File: src/rtl/core/gvn_pkg.sv
// shared types and constants for the grid vertex normal unit
package gvn_pkg;
  localparam int CoordW = 24;
  localparam int NormW = 16;
  localparam int SumW = 56;
  localparam int MagW = 32;
  localparam int CfgW = 9;
  localparam logic [0:0] OpWrite = 1'b0;
  localparam logic [0:0] OpQuery = 1'b1;
  localparam logic [0:0] RegColumns = 1'b0;
  localparam logic [0:0] RegRows = 1'b1;

  typedef struct packed {
    logic [0:0] operation;
    logic [7:0] col;
    logic [7:0] row;
    logic signed [CoordW-1:0] pos_x;
    logic signed [CoordW-1:0] pos_y;
    logic signed [CoordW-1:0] pos_z;
  } in_item_t;

  typedef struct packed {
    logic signed [NormW-1:0] normal_x;
    logic signed [NormW-1:0] normal_y;
    logic signed [NormW-1:0] normal_z;
    logic degenerate;
  } out_item_t;

  typedef struct packed {
    logic [0:0] index;
    logic [CfgW-1:0] data;
  } cfg_item_t;

  typedef struct packed {
    logic start;
    logic zero;
    logic [2:0] neg;
    logic [MagW-1:0] mag_x;
    logic [MagW-1:0] mag_y;
    logic [MagW-1:0] mag_z;
  } norm_req_t;
endpackage

File: src/rtl/core/gvn_norm.sv
// normalization: square sum, integer square root and divisions
module gvn_norm (
  input  logic clk_i,
  input  logic rst_ni,
  input  gvn_pkg::norm_req_t req_i,
  output logic busy_o,
  output logic done_o,
  output gvn_pkg::out_item_t res_o
);
  import gvn_pkg::*;
  localparam logic [2:0] SIdle = 3'd0, SSq = 3'd1, SSqrt = 3'd2, SDiv = 3'd3, SDone = 3'd4;
  logic [2:0] st_q;
  logic [MagW-1:0] m_q [3];
  logic [2:0] neg_q;
  logic [1:0] cnt_q;
  logic [65:0] sq_q, rem_q;
  logic [32:0] root_q;
  logic [5:0] it_q;
  logic [48:0] num_q, drem_q;
  logic [33:0] den_q;
  logic [15:0] quo_q;
  logic [NormW-1:0] n_q [3];
  logic [MagW-1:0] m2;
  logic [63:0] prod;
  logic [65:0] trial;
  logic [49:0] dsh;

  assign m2 = m_q[cnt_q];
  assign prod = 64'(m2) * 64'(m2);
  assign trial = {rem_q[63:0], sq_q[65:64]} - {30'd0, root_q, 2'b01};
  assign dsh = {drem_q, num_q[48]};
  assign busy_o = st_q != SIdle;

  always_ff @(posedge clk_i or negedge rst_ni) begin
    if (!rst_ni) begin
      st_q <= SIdle;
      done_o <= 1'b0;
    end else begin
      done_o <= 1'b0;
      unique case (st_q)
        SIdle: if (req_i.start) begin
          neg_q <= req_i.neg;
          m_q[0] <= req_i.mag_x; m_q[1] <= req_i.mag_y; m_q[2] <= req_i.mag_z;
          cnt_q <= 2'd0; sq_q <= '0;
          if (req_i.zero) begin
            res_o <= '{normal_x: '0, normal_y: '0, normal_z: '0, degenerate: 1'b1};
            done_o <= 1'b1;
          end else st_q <= SSq;
        end
        SSq: begin
          sq_q <= sq_q + 66'(prod);
          if (cnt_q == 2'd2) begin
            st_q <= SSqrt; rem_q <= '0; root_q <= '0; it_q <= '0;
          end else cnt_q <= cnt_q + 2'd1;
        end
        SSqrt: begin
          sq_q <= {sq_q[63:0], 2'b00};
          if (!trial[65]) begin
            rem_q <= trial; root_q <= {root_q[31:0], 1'b1};
          end else begin
            rem_q <= {rem_q[63:0], sq_q[65:64]}; root_q <= {root_q[31:0], 1'b0};
          end
          if (it_q == 6'd32) begin
            st_q <= SDiv; cnt_q <= 2'd0; it_q <= '0;
          end else it_q <= it_q + 6'd1;
        end
        SDiv: begin
          if (it_q == 6'd0) begin
            num_q <= 49'({m_q[cnt_q], 15'd0}) + 49'(root_q);
            den_q <= {root_q, 1'b0};
            drem_q <= '0; quo_q <= '0; it_q <= 6'd1;
          end else begin
            num_q <= {num_q[47:0], 1'b0};
            if (dsh >= 50'(den_q)) begin
              drem_q <= 49'(dsh - 50'(den_q)); quo_q <= {quo_q[14:0], 1'b1};
            end else begin
              drem_q <= dsh[48:0]; quo_q <= {quo_q[14:0], 1'b0};
            end
            if (it_q == 6'd49) begin
              it_q <= '0;
              if (cnt_q == 2'd2) st_q <= SDone; else cnt_q <= cnt_q + 2'd1;
            end else it_q <= it_q + 6'd1;
          end
          if (it_q == 6'd49) begin
            n_q[cnt_q] <= neg_q[cnt_q]
                ? -$signed({quo_q[14:0], dsh >= 50'(den_q)})
                : $signed({quo_q[14:0], dsh >= 50'(den_q)});
          end
        end
        SDone: begin
          res_o <= '{normal_x: n_q[0], normal_y: n_q[1], normal_z: n_q[2],
                     degenerate: 1'b0};
          done_o <= 1'b1; st_q <= SIdle;
        end
        default: st_q <= SIdle;
      endcase
    end
  end
endmodule

File: config.mk
export PLATFORM = sky130hd
export DESIGN_NAME = gvn_norm
export DESIGN_NICKNAME = d
export VERILOG_FILES = /design/src/rtl/core/gvn_pkg.sv /design/src/rtl/core/gvn_norm.sv
export SDC_FILE = /design/constraint.sdc
export NUM_CORES = 2
export LEC_CHECK = 0
export ABC_AREA = 1
export BUFFER_PORTS_ARGS = -buffer_cell sky130_fd_sc_hd__buf_4
export CAP_MARGIN = 20
export CELL_PAD_IN_SITES_DETAIL_PLACEMENT = 0
export CELL_PAD_IN_SITES_GLOBAL_PLACEMENT = 1
export CORE_MARGIN = 3
export CORE_UTILIZATION = 50
export CTS_CLUSTER_SIZE = 10
export DETAILED_ROUTE_END_ITERATION = 6
export GPL_ROUTABILITY_DRIVEN = 0
export PLACE_DENSITY = 0.8
export SLEW_MARGIN = 5
export SYNTH_ARGS = -nofsm -noshare
export SYNTH_HDL_FRONTEND = slang
export SYNTH_SLANG_ARGS = --single-unit
File: constraint.sdc
create_clock -name clk_i -period 8.65 [get_ports clk_i]
set_input_delay 0.4325 -clock clk_i [delete_from_list [all_inputs] [get_ports clk_i]]
set_output_delay 0.4325 -clock clk_i [all_outputs]
set_load 0.02 [all_outputs]
==> summary.txt <==
Finish-stage setup viols = 0
placed cells = 9063
layout cells sized above 1 = 6.92%
final core occ = 56.4%
die footprint = 0.127 sq mm
Num CTS Buffers = 69
total negative slack = 0 ps
CP max-delay cell = fa_1
largest net degree at the start of global routing = 84
H-tree level count = 3
Non-Filler Instances = 9282
CP max stage delay = 560 ps
Worst setup EP type = register
combinational family with the most area after synthesis = adder cells
core area = 0.121 sq mm
Post-synth EDFFs = 513
Yosys reg bits = 519
Final ANT Viol Nets = 0
Synth Area in Simple Gates = 18.4%
hpwl dp = 149000 microns
Compound-Gate Fraction of Synth Area = 5.73%
worst clock skew = 73.7 ps
RSZ-0062 raised after global routing = false
FF-to-FF path depth = 32
clock buffer depth = 3
CTS tree = done
Hold Fails Final Rpt = 0
Async SR Flop Fraction = 0.771%
Critical Path AT = 8700 ps
DRC = 0
Core Rows = 127
Root Buffer = clkbuf_16
outcome = finished clean
Hold Path Class = input port to asynchronous set/reset pin
Netlist Area Pre-Place = 0.0612 sq mm
fin crit period = 8320 ps
Wirelength per Cell = 19.9 microns
via count = 48500
Yosys warnings = 0
initial DRC count = 4343
antenna violations before repair = 4
Period Utilization, post-route = 96.1%
Rel. slew slack = 39.5%
Total Wirelength = 185000 microns
Clock transition at path regs = 70 ps
Final Max Slew Viols = 0
mux contribution to synthesized area = 0%
Die W = 356 microns
CP most frequent cell = fa_1
adder-cell share of the synthesized area = 35.7%
Die Height = 356 microns
net count after synthesis = 8668
Max Cap Viol = 0
mean post-synth cell area = 8.34 sq um
Worst setup SP type = register
post-synthesis xor/xnor area fraction = 1.70%
Sink Count = 519
worst skew pair latency = 680 ps
Starting Density = 50.7%
Ports = 154
slew of the pin with the lowest slew margin = 899 ps
register area share after synthesis = 25.4%
vias per cell = 5.23
number of I/O port buffers = 153
Crit Path Category = register to register
ys flop type = edfxtp_1
fmax = 120 MHz
grt ovf = 0
worst path required time = 9030 ps
Final Net Count = 8951
post-synthesis cell count = 7343
vias in the first global route = 50100
crit path max fanout = 23
Detailed Routing Iterations Pass 1 = 6
first-pass GRT wire length = 291000 microns
P&R area growth vs syn = 11.2%
number of distinct library cells after synthesis = 55
Tot GR Track Use = 29.9%
[final cells by class]
cell class | instances | area [sq um]
fillers | 11200 | 52700
multi-input cells | 4738 | 37800
flip-flops and latches | 519 | 15500
inverters | 1911 | 7200
repair buffers | 387 | 3250
well taps | 1612 | 2020
clock buffers | 87 | 1810
clock inverters | 27 | 432
diodes | 1 | 2.50
[sequential cells by signal (all words and copies together), names as in the netlist, 15 cells and up, named ones only]
signal / count
m_q: 96
num_q: 49
quo_q: 15
den_q: 33
drem_q: 49
root_q: 33
n_q: 48
res_o: 49
rem_q: 64
sq_q: 66
[layout by cell type, fill, tap and decap left out, drive strengths merged, types with 2 or more instances in the layout]
| cell type | n |
|---|---|
| inv | 1907 |
| nand2 | 1360 |
| nor2 | 983 |
| fa | 874 |
| edfxtp | 513 |
| ha | 348 |
| buf | 287 |
| o21ai | 263 |
| a21oi | 259 |
| nand3 | 253 |
| dlygate4sd3 | 100 |
| clkbuf | 87 |
| xor2 | 73 |
| nand4 | 54 |
| xnor2 | 46 |
| nor3 | 43 |
| or2 | 31 |
| o211ai | 27 |
| o21bai | 24 |
| clkinv | 19 |
| nor4 | 17 |
| nand3b | 16 |
| o22ai | 13 |
| a31oi | 11 |
| a21o | 9 |
| a21boi | 9 |
| clkinvlp | 6 |
| o21a | 6 |
| bufinv | 6 |
| o31ai | 4 |
| dfrtp | 4 |
| nor3b | 3 |
| a31o | 2 |
| a32o | 2 |
| and2 | 2 |
| a22o | 2 |
| dfxtp | 2 |
[cell usage after synthesis, types with 42 or more instances]
| master | instances | area [sq um] |
|---|---|---|
| ha_1 | 348 | 4350 |
| buf_2 | 82 | 410 |
| nand2_1 | 1350 | 5070 |
| clkbuf_1 | 71 | 267 |
| inv_1 | 1876 | 7040 |
| nand4_1 | 54 | 338 |
| o21ai_0 | 220 | 1100 |
| edfxtp_1 | 513 | 15400 |
| nor3_1 | 42 | 210 |
| xor2_1 | 73 | 639 |
| nand3_1 | 239 | 1200 |
| a21oi_1 | 252 | 1260 |
| xnor2_1 | 46 | 403 |
| nor2_1 | 968 | 3630 |
| fa_1 | 874 | 17500 |
[path summary, 6_finish.rpt]
| kind | startpoint | end | slack [ps] |
|---|---|---|---|
| setup / recovery | register | sq_q[52] | 330 |
| hold / removal | rst_ni | done_o | 120 |
| setup reg to reg | register | sq_q[52] | 330 |
| hold reg to reg | root_q[12] | den_q[13] | 450 |
| max in group asynchronous | rst_ni | st_q[0] | 8420 |
| min in group clk_i | req_i[99] | done_o | 160 |
[stage by stage]
step	worst slack, ps	hold slack [ps]	cell area (sq um)
after global placement	187	246	64700
after floorplan	558	137	61200
final	334	117	68100
after global routing	0.554	74.6	68100
after CTS	194	70.3	67900
after detailed placement	261	244	64700
[routing by layer]
layer | GRT usage (%) | share of wire [%] | wire (microns) | vias to the layer above
li1 | - | - | - | 22700
met1 | 43.8 | 45 | 82600 | 23600
met2 | 45.4 | 43 | 80100 | 1944
met3 | 6.53 | 9.2 | 17000 | 270
met4 | 7.22 | 2.8 | 5170 | 4
met5 | 0 | 0.017 | 31 | -
[critical path: cells and delay by family (launching register included)]
family                   cells  cell delay, ps
AND/OR/NAND/NOR             12            1700
AO/OA/AOI/OAI                1              80
buffers and inverters       10            1280
adder cells (fa/ha/maj)      9            4490
flip-flops                   1             440
[repair_timing]
action                                  CTS  global route
endpoints found under the setup margin    0            38
gates resized for setup                   0            27
endpoints found under the hold margin   103             0
buffers inserted                          0             4
hold buffers                            100             0
[cells by family (layout without fill, tap and decap cells)]
kind of cell / Yosys count / count (layout)
flops: 519 / 519
compound gates: 633 / 633
simple gates: 2764 / 2764
buf+inv: 2086 / 2412
fa+ha+maj: 1222 / 1222
other cells: 0 / 1
xor+xnor: 119 / 119
Power is not shown: default switching activity piles up to over one toggle a cycle in this logic, so the estimate is an artifact.
